**config.mk**
```make
export PLATFORM = sky130hd
export DESIGN_NAME = middle_button_scroll_emulation_core
export DESIGN_NICKNAME = d
export VERILOG_FILES = /design/src/sv/mbse_pkg.sv /design/src/sv/middle_button_scroll_emulation_core.sv
export SDC_FILE = /design/constraint.sdc
export NUM_CORES = 1
export LEC_CHECK = 0
export BUFFER_PORTS_ARGS = -buffer_cell sky130_fd_sc_hd__buf_4
export CAP_MARGIN = 5
export CORE_ASPECT_RATIO = 0.7
export CORE_MARGIN = 8
export CORE_UTILIZATION = 30
export CTS_CLUSTER_SIZE = 20
export DETAILED_ROUTE_END_ITERATION = 7
export PLACE_DENSITY = 0.42
export REMOVE_ABC_BUFFERS = 1
export SYNTH_ARGS = -nofsm -noshare
export SYNTH_HDL_FRONTEND = slang
export SYNTH_SLANG_ARGS = --single-unit
```
**constraint.sdc**
```tcl
create_clock -name clk -period 12.2 [get_ports clk]
set_input_delay 1.22 -clock clk [delete_from_list [all_inputs] [get_ports clk]]
set_output_delay 1.22 -clock clk [all_outputs]
set_load 0.01 [all_outputs]
```
**src/sv/mbse_pkg.sv**
```systemverilog
// package: shared constants, codes and types for the middle button scroll emulation core
package mbse_pkg;

  localparam int COORD_BITS  = 16;
  localparam int TIME_BITS   = 32;
  localparam int PORT_COORD  = 16;
  localparam int PORT_TIME   = 32;
  localparam int WHEEL_BITS  = 25;
  localparam int LIMIT_BITS  = 16;
  localparam int SCALE_BITS  = 8;
  localparam int DIFF_BITS   = COORD_BITS + 1;
  localparam int PROD_BITS   = (DIFF_BITS + SCALE_BITS + 1 > WHEEL_BITS) ?
                               DIFF_BITS + SCALE_BITS + 1 : WHEEL_BITS;

  localparam logic [LIMIT_BITS-1:0] FAST_LIMIT_RESET  = LIMIT_BITS'(30);
  localparam logic [LIMIT_BITS-1:0] SLOW_LIMIT_RESET  = LIMIT_BITS'(300);
  localparam logic [SCALE_BITS-1:0] SCROLL_SCALE_RESET = SCALE_BITS'(10);

  typedef enum logic [1:0] {
    OP_DOWN  = 2'd0,
    OP_UP    = 2'd1,
    OP_MOVE  = 2'd2,
    OP_OTHER = 2'd3
  } op_t;

  typedef enum logic [1:0] {
    REG_ENABLE       = 2'd0,
    REG_FAST_LIMIT   = 2'd1,
    REG_SLOW_LIMIT   = 2'd2,
    REG_SCROLL_SCALE = 2'd3
  } reg_index_t;

endpackage

```
**src/sv/middle_button_scroll_emulation_core.sv**
```systemverilog
// top level: middle button scroll emulation core, one pointer event in, one result out
//
//   channel | direction | handshake             | payload
//   --------+-----------+-----------------------+--------------------------------------------
//   in      | input     | in_valid / in_stall   | operation, timestamp_ms, pos_x, pos_y
//   out     | output    | out_valid / out_stall | consumed, emit_click, emit_scroll,
//           |           |                       | warp_cursor, anchor_x/y, wheel_horizontal/vertical
//   cfg     | input     | cfg_valid / cfg_ready | cfg_index, cfg_data
//
// one request per cycle sustained while out_stall is low; results leave from the result register
// state is read and updated as a request moves from the input register into the result register
// rst (synchronous) clears the state and loads the register defaults
// out_stall holds the result register, and the input register stalls only when both are full
module middle_button_scroll_emulation_core (
  input  logic                                 clk,
  input  logic                                 rst,
  input  logic                                 in_valid,
  output logic                                 in_stall,
  input  logic [1:0]                           operation,
  input  logic [mbse_pkg::PORT_TIME-1:0]       timestamp_ms,
  input  logic signed [mbse_pkg::PORT_COORD-1:0] pos_x,
  input  logic signed [mbse_pkg::PORT_COORD-1:0] pos_y,
  output logic                                 out_valid,
  input  logic                                 out_stall,
  output logic                                 consumed,
  output logic                                 emit_click,
  output logic                                 emit_scroll,
  output logic                                 warp_cursor,
  output logic signed [mbse_pkg::PORT_COORD-1:0] anchor_x,
  output logic signed [mbse_pkg::PORT_COORD-1:0] anchor_y,
  output logic signed [mbse_pkg::WHEEL_BITS-1:0] wheel_horizontal,
  output logic signed [mbse_pkg::WHEEL_BITS-1:0] wheel_vertical,
  input  logic                                 cfg_valid,
  output logic                                 cfg_ready,
  input  logic [1:0]                           cfg_index,
  input  logic [mbse_pkg::LIMIT_BITS-1:0]      cfg_data
);
  import mbse_pkg::*;

  // configuration
  logic                  enable;
  logic [LIMIT_BITS-1:0] fast_click_limit_ms;
  logic [LIMIT_BITS-1:0] slow_click_limit_ms;
  logic [SCALE_BITS-1:0] scroll_scale;

  // input register
  logic                         s1_valid;
  op_t                          s1_op;
  logic [TIME_BITS-1:0]         s1_time;
  logic signed [COORD_BITS-1:0] s1_x;
  logic signed [COORD_BITS-1:0] s1_y;

  // state
  logic                         button_held, button_held_next;
  logic                         scroll_active, scroll_active_next;
  logic                         fresh_flag, fresh_flag_next;
  logic signed [COORD_BITS-1:0] anchor_x_reg, anchor_x_reg_next;
  logic signed [COORD_BITS-1:0] anchor_y_reg, anchor_y_reg_next;
  logic [TIME_BITS-1:0]         last_down_ms, last_down_ms_next;
  logic [TIME_BITS-1:0]         last_up_ms, last_up_ms_next;

  // result values
  logic                         consumed_next, click_next, scroll_next, warp_next;
  logic signed [WHEEL_BITS-1:0] wheel_h_next, wheel_v_next;

  logic                         in_accept;
  logic                         advance;
  logic [TIME_BITS-1:0]         gap, hold;
  logic [TIME_BITS-1:0]         fast_ext, slow_ext;
  logic signed [DIFF_BITS-1:0]  dx, dy, dx_sel;
  logic [DIFF_BITS-1:0]         mag_x, mag_y;
  logic signed [PROD_BITS-1:0]  prod_h, prod_v, scale_ext;

  assign cfg_ready = 1'b1;
  assign advance   = s1_valid && (!out_valid || !out_stall);
  assign in_stall  = s1_valid && out_valid && out_stall;
  assign in_accept = in_valid && !in_stall;

  always_ff @(posedge clk) begin
    if (rst) begin
      enable              <= 1'b1;
      fast_click_limit_ms <= FAST_LIMIT_RESET;
      slow_click_limit_ms <= SLOW_LIMIT_RESET;
      scroll_scale        <= SCROLL_SCALE_RESET;
    end else if (cfg_valid && cfg_ready) begin
      case (reg_index_t'(cfg_index))
        REG_ENABLE:       enable              <= cfg_data[0];
        REG_FAST_LIMIT:   fast_click_limit_ms <= cfg_data;
        REG_SLOW_LIMIT:   slow_click_limit_ms <= cfg_data;
        REG_SCROLL_SCALE: scroll_scale        <= cfg_data[SCALE_BITS-1:0];
        default: ;
      endcase
    end
  end

  always_ff @(posedge clk) begin
    if (rst) begin
      s1_valid <= 1'b0;
    end else begin
      s1_valid <= in_accept || (s1_valid && !advance);
    end
    if (in_accept) begin
      s1_op   <= op_t'(operation);
      s1_time <= TIME_BITS'(timestamp_ms);
      s1_x    <= COORD_BITS'(pos_x);
      s1_y    <= COORD_BITS'(pos_y);
    end
  end

  assign fast_ext  = TIME_BITS'(fast_click_limit_ms);
  assign slow_ext  = TIME_BITS'(slow_click_limit_ms);
  assign gap       = s1_time - last_up_ms;
  assign hold      = s1_time - last_down_ms;
  assign dx        = DIFF_BITS'(anchor_x_reg) - DIFF_BITS'(s1_x);
  assign dy        = DIFF_BITS'(anchor_y_reg) - DIFF_BITS'(s1_y);
  assign mag_x     = dx[DIFF_BITS-1] ? DIFF_BITS'(-dx) : DIFF_BITS'(dx);
  assign mag_y     = dy[DIFF_BITS-1] ? DIFF_BITS'(-dy) : DIFF_BITS'(dy);
  assign dx_sel    = (mag_y > mag_x) ? '0 : dx;
  assign scale_ext = PROD_BITS'(scroll_scale);
  assign prod_h    = PROD_BITS'(dx_sel) * scale_ext;
  assign prod_v    = PROD_BITS'(dy) * scale_ext;

  always_comb begin
    button_held_next   = button_held;
    scroll_active_next = scroll_active;
    fresh_flag_next    = fresh_flag;
    anchor_x_reg_next  = anchor_x_reg;
    anchor_y_reg_next  = anchor_y_reg;
    last_down_ms_next  = last_down_ms;
    last_up_ms_next    = last_up_ms;
    consumed_next      = 1'b0;
    click_next         = 1'b0;
    scroll_next        = 1'b0;
    warp_next          = 1'b0;
    wheel_h_next       = '0;
    wheel_v_next       = '0;
    if (enable) begin
      case (s1_op)
        OP_DOWN: begin
          if (fresh_flag) begin
            button_held_next = 1'b1;
            if (!scroll_active || gap > fast_ext) begin
              scroll_active_next = 1'b0;
              anchor_x_reg_next  = s1_x;
              anchor_y_reg_next  = s1_y;
            end
            last_down_ms_next = s1_time;
            consumed_next     = 1'b1;
          end
        end
        OP_UP: begin
          if (fresh_flag) begin
            button_held_next = 1'b0;
            if (!scroll_active && hold > fast_ext && hold < slow_ext) begin
              fresh_flag_next = 1'b0;
              click_next      = 1'b1;
            end
            last_up_ms_next = s1_time;
            consumed_next   = 1'b1;
          end else begin
            fresh_flag_next = 1'b1;
          end
        end
        OP_MOVE: begin
          if (button_held) begin
            scroll_active_next = 1'b1;
            wheel_h_next       = prod_h[WHEEL_BITS-1:0];
            wheel_v_next       = prod_v[WHEEL_BITS-1:0];
            warp_next          = 1'b1;
            scroll_next        = 1'b1;
            consumed_next      = 1'b1;
          end
        end
        default: ;
      endcase
    end
  end

  always_ff @(posedge clk) begin
    if (rst) begin
      button_held   <= 1'b0;
      scroll_active <= 1'b0;
      fresh_flag    <= 1'b1;
      anchor_x_reg  <= '0;
      anchor_y_reg  <= '0;
      last_down_ms  <= '0;
      last_up_ms    <= '0;
    end else if (advance) begin
      button_held   <= button_held_next;
      scroll_active <= scroll_active_next;
      fresh_flag    <= fresh_flag_next;
      anchor_x_reg  <= anchor_x_reg_next;
      anchor_y_reg  <= anchor_y_reg_next;
      last_down_ms  <= last_down_ms_next;
      last_up_ms    <= last_up_ms_next;
    end
  end

  // result register
  always_ff @(posedge clk) begin
    if (rst) begin
      out_valid <= 1'b0;
    end else begin
      out_valid <= advance || (out_valid && out_stall);
    end
    if (advance) begin
      consumed         <= consumed_next;
      emit_click       <= click_next;
      emit_scroll      <= scroll_next;
      warp_cursor      <= warp_next;
      anchor_x         <= PORT_COORD'(anchor_x_reg_next);
      anchor_y         <= PORT_COORD'(anchor_y_reg_next);
      wheel_horizontal <= wheel_h_next;
      wheel_vertical   <= wheel_v_next;
    end
  end

  a_scroll_warps: assert property (@(posedge clk) disable iff (rst)
    out_valid && emit_scroll |-> warp_cursor && consumed && !emit_click)
    else $error("scroll result without warp or consume");

  a_click_clears_fresh: assert property (@(posedge clk) disable iff (rst)
    out_valid && emit_click |-> consumed && !fresh_flag && !button_held)
    else $error("click result while fresh or held");

  a_stall_only_when_full: assert property (@(posedge clk) disable iff (rst)
    in_stall |-> s1_valid && out_valid)
    else $error("input stalled with a free stage");

  a_state_holds_on_stall: assert property (@(posedge clk) disable iff (rst)
    !advance |=> $stable(anchor_x_reg) && $stable(fresh_flag) && $stable(last_up_ms))
    else $error("state changed without a request moving");

endmodule

```
## Yosys cells after proc, flatten, opt, wreduce, memory -nomap -nowiden

Index checks and enable logic that the tools add are counted.

| storage, ports and cells | value |
|---|---|
| flip-flop bits (word level) | 293 |
| input bits | 89 |
| output and inout bits | 89 |
| logic and storage cells | 103 |

| cells by class | value |
|---|---|
| add/sub/neg operators | 6 |
| $mul | 2 |
| magnitude comparators | 4 |
| equal/unequal tests | 9 |
| mux-type cells | 24 |
| reductions and logical operators | 34 |

Operators by type and width:

| operator | count |
|---|---|
| 2-to-1 mux 16 bit | 8 |
| > comparator 32 x 16 -> 1 bit | 2 |
| subtractor 32 bit | 2 |
| 2-to-1 mux 17 bit | 3 |
| multiplier 17 x 9 -> 25 bit | 2 |
| negation 17 bit | 2 |
| subtractor 16 x 16 -> 17 bit | 2 |
| less-than comparator 32 x 16 -> 1 bit | 1 |
| > comparator 17 bit | 1 |
| 2-to-1 mux 1 bit | 10 |
| AND reduction 2 bit | 5 |
| AND reduction 3 bit | 3 |
| logical AND 1 bit | 8 |
| inequality test 2 bit, second input constant | 4 |
| AND reduction 4 bit | 2 |
| == test 2 bit, second input constant | 3 |
| one-hot mux 1 bit (2 select lines) | 3 |
| AND reduction 6 bit | 1 |
| logical NOT 1 bit | 5 |
| AND reduction 5 bit | 1 |
| == test 2 x 1 -> 1 bit, second input constant | 2 |
| logical NOT 2 bit | 2 |
| logical OR 1 bit | 4 |
| nonzero test 2 bit | 2 |
| OR reduction 2 bit | 1 |

## Logic depth before layout (Yosys ltp)

Gate-level depths: netlist of the first run.

| logic depth | value |
|---|---|
| depth in word-level cells | 7 |
| gate-level depth with buffers | 45 |
| depth with buffers taken out | 43 |

## Worst setup path after synthesis of the first run

No wires, ideal clock.

| path | value |
|---|---|
| path type | reg-to-reg |
| from | register s1_y[0] |
| to | register wheel_horizontal[21] (netlist bit) (data pin) |
| library setup time | 266 ps |
| data arrival time | 9013 ps |
| data required time | 11934 ps |
| setup slack | 2921 ps |
| cell stages (with the launch flop) | 39 |
| buffers on the path | 1 |
| clock period less this slack | 9279 ps |
| path through | edfxtp_1 ha_1 fa_1 nor2b_1 o31a_1 a21oi_1 or2_2 or4_1 or3_1 or4_4 nand2_1 xnor2_1 ha_1 a21o_1 a21o_1 a21oi_1 o21ai_0 o31ai_1 [3 not listed] fa_1 inv_1 fa_1 inv_1 fa_1 fa_1 inv_1 ha_1 o21ai_0 o21bai_1 a31oi_1 o21ai_0 o41ai_1 o311ai_0 a41oi_1 nor2b_1 xor2_1 nor2_1 |

| between the ends | value |
|---|---|
| cells in the longest elaborated chain, start to end | 6 |

RTL lines:

| item | line | source |
|---|---|---|
| start, declared | middle_button_scroll_emulation_core.sv:51 | `logic signed [COORD_BITS-1:0] s1_y;` |
| start signal, assigned | middle_button_scroll_emulation_core.sv:106 | `s1_y <= COORD_BITS'(pos_y);` |
| subtractor 16 x 16 -> 17 bit (*) | middle_button_scroll_emulation_core.sv:115 | `assign dy = DIFF_BITS'(anchor_y_reg) - DIFF_BITS'(s1_y);` |
| negation 17 bit | middle_button_scroll_emulation_core.sv:117 | `assign mag_y = dy[DIFF_BITS-1] ? DIFF_BITS'(-dy) : DIFF_BITS'(dy);` |
| 2-to-1 mux 17 bit (*) | middle_button_scroll_emulation_core.sv:117 |  |
| > comparator 17 bit (*) | middle_button_scroll_emulation_core.sv:118 | `assign dx_sel = (mag_y > mag_x) ? '0 : dx;` |
| 2-to-1 mux 17 bit (*) | middle_button_scroll_emulation_core.sv:118 |  |
| multiplier 17 x 9 -> 25 bit (*) | middle_button_scroll_emulation_core.sv:120 | `assign prod_h = PROD_BITS'(dx_sel) * scale_ext;` |
| end signal, assigned | middle_button_scroll_emulation_core.sv:213 | `wheel_horizontal <= wheel_h_next;` |
| end, declared | middle_button_scroll_emulation_core.sv:31 | `output logic signed [mbse_pkg::WHEEL_BITS-1:0] wheel_horizontal,` |

Every way passes the cells marked *; elsewhere a longest branch is shown, timed or not.
A chain may end at the register's enable or synchronous reset.

## Worst setup path in the final report of the first run

Ends and elaborated chain as after synthesis.

==> impl_metrics.csv, run 1 <==
group,metric,value,unit
clocking,cts_sinks,293,
sta,setup_ws,1.081,ns
place,placement.setup.worst_slack,1.136,ns
global_routing,grt_max_degree,96,
synth,synth_area,27490,µm²
global_routing,grt.overflow.total,0,
job,maxCapViolations,0,
drt,drcViolationCount,0,
place,port_buffers,176,
global_routing,antenna_found_initial,1,
power_and_ir_drop,powerDensity,124.2,nW/µm²
cells_and_area,fillers,9514,
hold_path,hold_end,"last_up_ms[13]",
floorplan,fp.coreArea,91340,µm²
floorplan,die_w,377.8,µm
worst_setup_path,critPathMaxFanout,11,
clocking,clock_latency,0.61,ns
sta,period_needed,11.12,ns
sta,slew_headroom,20.70,%
global_routing,track_usage,16.33,%
floorplan,die-height,269.2,µm
worst_setup_path,critical_path_class,"reg2reg",
cells_and_area,syn2layout_area_growth,14.32,%
clocking,clockRootBuffer,"clkbuf_16",
synth,syn_avg_cell_area,8.832,µm²
cells_and_area,final_cell_area,31420,µm²
synth,yosysTopAreaCellShare,16.50,%
clocking,numCtsBuffers,38,
worst_setup_path,reg2reg_depth,39,
drt,final_antenna_net_count,0,
cells_and_area,final_common_cell,"inv_1",
cells_and_area,utilization,34.40,%
floorplan,dieArea,101700,µm²
sta,worstMarginPinSlew,1.186,ns
drt,wire_per_inst,18.92,µm
worst_setup_path,critPathMaxStageDelay,0.73,ns
worst_setup_path,r2r_end,"wheel_horizontal[21]",
power_and_ir_drop,vdd_drop_max,0.09117,mV
sta,final-hold-violation-count,0,
drt,first_pass_iters,5,
cells_and_area,most-common-layout-cells,"440 x inv_1, 377 x nand2_1, 258 x ha_1, 216 x fa_1, 212 x buf_4",
drt,wirelength,85.16,mm
global_routing,grt_pass1_vias,21810,
synth,synth_area_leaders,"edfxtp_1 16%, fa_1 16%, ha_1 12%",
synth,netlist_instances,3112,
hold_path,min_path_cells,2,
clocking,post-cts-setup-buffers,0,
worst_setup_path,rr_startpoint,"s1_y[0]",
synth,synth.largest_area_cell,"edfxtp_1",
worst_setup_path,reg2reg_slack,1.08,ns
synth,ys_seq_elements,293,
clocking,htree_levels,2,
synth,synth_flop_cell,"edfxtp_1",
place,dp_cells,4430,
sta,setup_tns,0,ns
place,gp_congestion,0.8315,
clocking,cts_resized,0,
drt,viasPerCell,4.909,
drt,drt_iter0_markers,1433,
floorplan,ios,178,
place,hpwlAfterDp,65.72,mm
synth,yosysWarnings,0,
synth,ys_types,81,
floorplan,initial_core_util,30.09,%
place,place_area,30170,µm²
hold_path,hold_start,"last_up_ms[13]",
synth,yosysSeqAreaShare,26.84,%
worst_setup_path,required,12.52,ns
worst_setup_path,cpMaxStageDelayCell,"a31oi_1",
sta,finClkSkew,0.05253,ns
drt,vias,22090,
clocking,cts.path.max_buffers,3,
sta,maxSlewViolCount,0,
sta,grt_setup_unrepaired,"no",
clocking,clk_pin_slew_worst_paths,0.06,ns
synth,async_flop_share,0,%
outcome,status,"complete, no violations",
clocking,cts_hold_buf,0,
global_routing,grt_pass1_wl,131.2,mm
clocking,cts_tree,"yes",
sta,post-route-period-util,91.14,%
worst_setup_path,crit_top_cell,"fa_1",
hold_path,min_path_type,"reg2reg",
sta,fmax,0.08993,GHz
sta,finalSetupViolations,0,
cells_and_area,post_route_cells_drive_above_1_share,9.559,%
worst_setup_path,cp.arrival,11.44,ns
floorplan,rows,93,
cells_and_area,final_cells,4501,
synth,synth_edf_count,151,
worst_setup_path,critPathLaunchType,"register",
power_and_ir_drop,leakage,13.73,nW
cells_and_area,final_nets,3798,
worst_setup_path,end_kind,"register",
stage by stage:
step                hold WS (ns)  power [mW]
floorplan                 0.4276       2.322
global placement          0.4424       2.781
detailed placement        0.4473       2.794
CTS                       0.4557       3.980
global route              0.4698       4.240
finish                    0.4540       3.901
kinds of logic after synthesis:
family / share of synthesized area, %
compound gates: 14.44
xor+xnor: 3.983
fa+ha+maj: 27.48
buf+inv: 7.912
flops: 26.84
mux: 1.484
other cells: 0.01364
simple gates: 17.85
cell usage after synthesis (6+ instances only):
cell type    n
nand3b_1    13
nor2_1     146
fa_1       216
o211ai_1    13
dfxtp_1    142
and2_1     125
xnor2_1     80
o31a_1       9
ha_1       258
nor3_1      42
o21ai_1      9
or3_1       10
a31o_2      11
nand2_1    378
inv_1      440
o21bai_1    12
o22ai_1      6
edfxtp_1   151
o31ai_1      8
nand3_1     30
a211o_1     11
a21boi_0    10
clkbuf_1   119
mux2i_1      7
o41ai_1     35
or2_2        7
xor2_1      45
a21o_1      54
nand4_1     21
a21oi_1    210
nor2b_1     76
nand2b_1    31
nor3b_1      7
and3_1      64
mux2_1      28
o21ai_0    119
a2111oi_0   10
nor4_1      16
a211oi_1    18
a31oi_1     14
o21a_1      28
layout make-up:
| class | instances | area, µm² | share of cell area, % |
|---|---|---|---|
| multi-input combinational | 2249 | 17990 | 57.27 |
| timing repair buffer | 213 | 1603 | 5.101 |
| sequential | 293 | 7378 | 23.48 |
| clock buffer | 51 | 1050 | 3.341 |
| inverter | 440 | 1652 | 5.256 |
| tap | 1235 | 1545 | 4.918 |
| antenna | 2 | 5.005 | 0.01593 |
| clock inverter | 18 | 192.7 | 0.6133 |
worst max path at each step:
stage	start	end	slack [ns]	cells after the start
floorplan	s1_y[0]	wheel_horizontal[21]	1.16	35
global placement	s1_y[0]	wheel_horizontal[21]	1.41	39
detailed placement	s1_y[0]	wheel_horizontal[21]	1.14	39
CTS	s1_y[0]	wheel_horizontal[21]	1.06	39
global route	s1_y[0]	wheel_horizontal[21]	0.23	40
finish	s1_y[0]	wheel_horizontal[21]	1.08	39
layer usage:
metal	GRT usage [%]	wire length (µm)
met1	25.64	45300
met2	22.68	33540
met3	3.376	4866
met4	3.180	1447
met5	0	13
where the power goes:
part / internal (mW) / total [mW] / switching, mW / leakage [nW]
sequential: 1.08 / 1.11 / 0.0283 / 2.61
clock: 0.638 / 1.14 / 0.501 / 0.609
combinational: 0.670 / 1.65 / 0.984 / 10.5
total: 2.39 / 3.90 / 1.51 / 13.7
critical path: cells and delay by family, from the launching register on:
| family | cells | cell delay (ns) |
|---|---|---|
| AOI/OAI and AO/OA | 20 | 5.36 |
| and+or+nand+nor | 7 | 1.25 |
| DFF | 1 | 0.43 |
| xor gates and xnor gates | 2 | 0.34 |
| buffers and inverters | 2 | 0.11 |
| adders and majority gates | 8 | 3.36 |
(Power assumes the default switching activity.)
==> inputs of run 2 (changes only) <==
Settings changed: CORE_UTILIZATION 30 to 55, PLACE_DENSITY 0.42 to 0.7.
==> run 2 against run 1 <==
Effect of this change: die area decreased by 43%; highest routed layer is now met4; utilization increased by 27 points; clock skew decreased by 0.029 ns; routed wire length decreased by 15%; via count increased by 1.2%; non-clock buffer count decreased by 12; register-to-register slack improved by 0.23 ns; largest power group unchanged; worst setup slack improved by 0.23 ns; total power decreased by 3.6%.
==> impl_metrics.csv, run 2 (synthesis gave the netlist of run 1 again) <==
group,metric,value,unit
clocking,clock_latency,0.57,ns
sta,post-route-period-util,89.26,%
worst_setup_path,critPathLaunchType,"register",
worst_setup_path,required,12.49,ns
clocking,cts_resized,0,
sta,worstMarginPinSlew,1.102,ns
floorplan,ios,178,
power_and_ir_drop,leakage,13.62,nW
power_and_ir_drop,powerDensity,123.4,nW/µm²
drt,drcViolationCount,0,
sta,setup_tns,0,ns
worst_setup_path,cp.arrival,11.18,ns
clocking,post-cts-setup-buffers,0,
worst_setup_path,path_delay_family,"adder cells",
drt,wirelength,72.75,mm
power_and_ir_drop,finalPower,3.763,mW
worst_setup_path,end_kind,"register",
cells_and_area,utilization,61.80,%
sta,holdWs,0.4548,ns
global_routing,track_usage,24.84,%
sta,final-hold-violation-count,0,
cells_and_area,regArea,7377,µm²
worst_setup_path,crit_top_cell,"fa_1",
floorplan,initial_core_util,55.70,%
place,gp_congestion,0.9712,
sta,maxSlewViolCount,0,
global_routing,grt.overflow.total,0,
clocking,htree_levels,2,
floorplan,dieArea,57500,µm²
job,maxCapViolations,0,
clocking,cts_hold_buf,0,
floorplan,fp.coreArea,49350,µm²
global_routing,grt_pass1_wl,117.4,mm
floorplan,rows,68,
worst_setup_path,critPathMaxFanout,32,
cells_and_area,antennaDiodeCount,0,
sta,period_needed,10.89,ns
cells_and_area,multiInputGateArea,18000,µm²
clocking,numCtsBuffers,34,
global_routing,grt_max_degree,100,
drt,first_pass_iters,6,
clocking,clockRootBuffer,"clkbuf_16",
outcome,status,"complete, no violations",
hold_path,min_path_type,"reg2reg",
clocking,cts_sinks,293,
clocking,cts_tree,"yes",
cells_and_area,syn2layout_area_growth,10.95,%
cells_and_area,post_route_cells_drive_above_1_share,9.029,%
place,port_buffers,176,
drt,wire_per_inst,18.61,µm
worst_setup_path,path_buf_inv,4,
power_and_ir_drop,vdd_drop_max,0.1180,mV
drt,drt_iter0_markers,1798,
clocking,cts.path.max_buffers,3,
sta,fmax,0.09183,GHz
floorplan,die-height,203.0,µm
sta,grt_setup_unrepaired,"no",
cells_and_area,final_nets,3782,
sta,finalSetupViolations,0,
clocking,clk_pin_slew_worst_paths,0.07,ns
sta,finClkSkew,0.02333,ns
drt,viasPerCell,5.717,
place,hpwlAfterDp,56.54,mm
worst_setup_path,critPathMaxStageDelay,0.90,ns
cells_and_area,fillers,4321,
sta,slew_headroom,26.24,%
global_routing,antenna_found_initial,0,
cells_and_area,most-common-layout-cells,"440 x inv_1, 378 x nand2_1, 258 x ha_1, 216 x fa_1, 210 x a21oi_1",
global_routing,grt_pass1_vias,22070,
cells_and_area,final_common_cell,"inv_1",
worst_setup_path,critical_path_class,"reg2reg",
worst_setup_path,cpMaxStageDelayCell,"o31ai_4",
floorplan,die_w,283.2,µm
drt,vias,22350,
drt,final_antenna_net_count,0,
-- run 2: changes by cell type in the layout (fill, tap and decap cells not counted), moves of 2 or more --
| cell | previous run | this run |
|---|---|---|
| buf_4 | 212 | 201 |
| clkinv_2 | 7 | 9 |
| clkinv_8 | 0 | 2 |
| clkbuf_8 | 5 | 3 |
| clkbuf_1 | 8 | 5 |
| clkbuf_16 | 38 | 36 |
| diode_2 | 2 | 0 |
-- run 2: per-stage QoR --
stage | worst slack, ns | area, µm² | cells
2_1_floorplan | 1.159 | 26960 | 2982
6_report | 1.311 | 30490 | 3910
3_3_place_gp | 1.759 | 29370 | 3848
5_1_grt | 0.7900 | 30490 | 3910
4_1_cts | 1.442 | 30490 | 3910
3_5_place_dp | 1.465 | 29370 | 3848
-- run 2: layout make-up --
type                            count  area share, %
Clock inverter                     18         0.5498
Multi-Input combinational cell   2249          59.01
Sequential cell                   293          24.19
Timing Repair Buffer              201          4.948
Clock buffer                       44          3.151
Inverter                          440          5.416
Tap cell                          665          2.729
-- run 2: where the power goes --
group / switching (mW) / internal [mW]
logic: 0.955 / 0.658
clock network: 0.458 / 0.587
registers: 0.0258 / 1.08
total: 1.44 / 2.32
-- run 2: routing by layer --
| metal | vias up | GRT usage [%] | wire, µm |
|---|---|---|---|
| li1 | 10690 | - | - |
| met3 | 89 | 6.054 | 6040 |
| met2 | 760 | 36.59 | 30460 |
| met5 | - | 0 | 0 |
| met4 | 0 | 6.538 | 1744 |
| met1 | 10810 | 36.22 | 34500 |
-- run 2: final timing paths --
check | start | endpoint | slack, ns | depth (start not counted)
max | s1_y[0] | wheel_horizontal[21] | 1.31 | 35
min | last_down_ms[8] | last_down_ms[8] | 0.45 | 2
max reg2reg | s1_y[0] | wheel_horizontal[21] | 1.31 | 35
min reg2reg | last_down_ms[8] | last_down_ms[8] | 0.45 | 2
-- run 2: worst min-delay path, cell delays in order, from the launching register on --
cell	delay, ns
dfxtp_1	0.31
nand2_1	0.05
a21oi_1	0.05
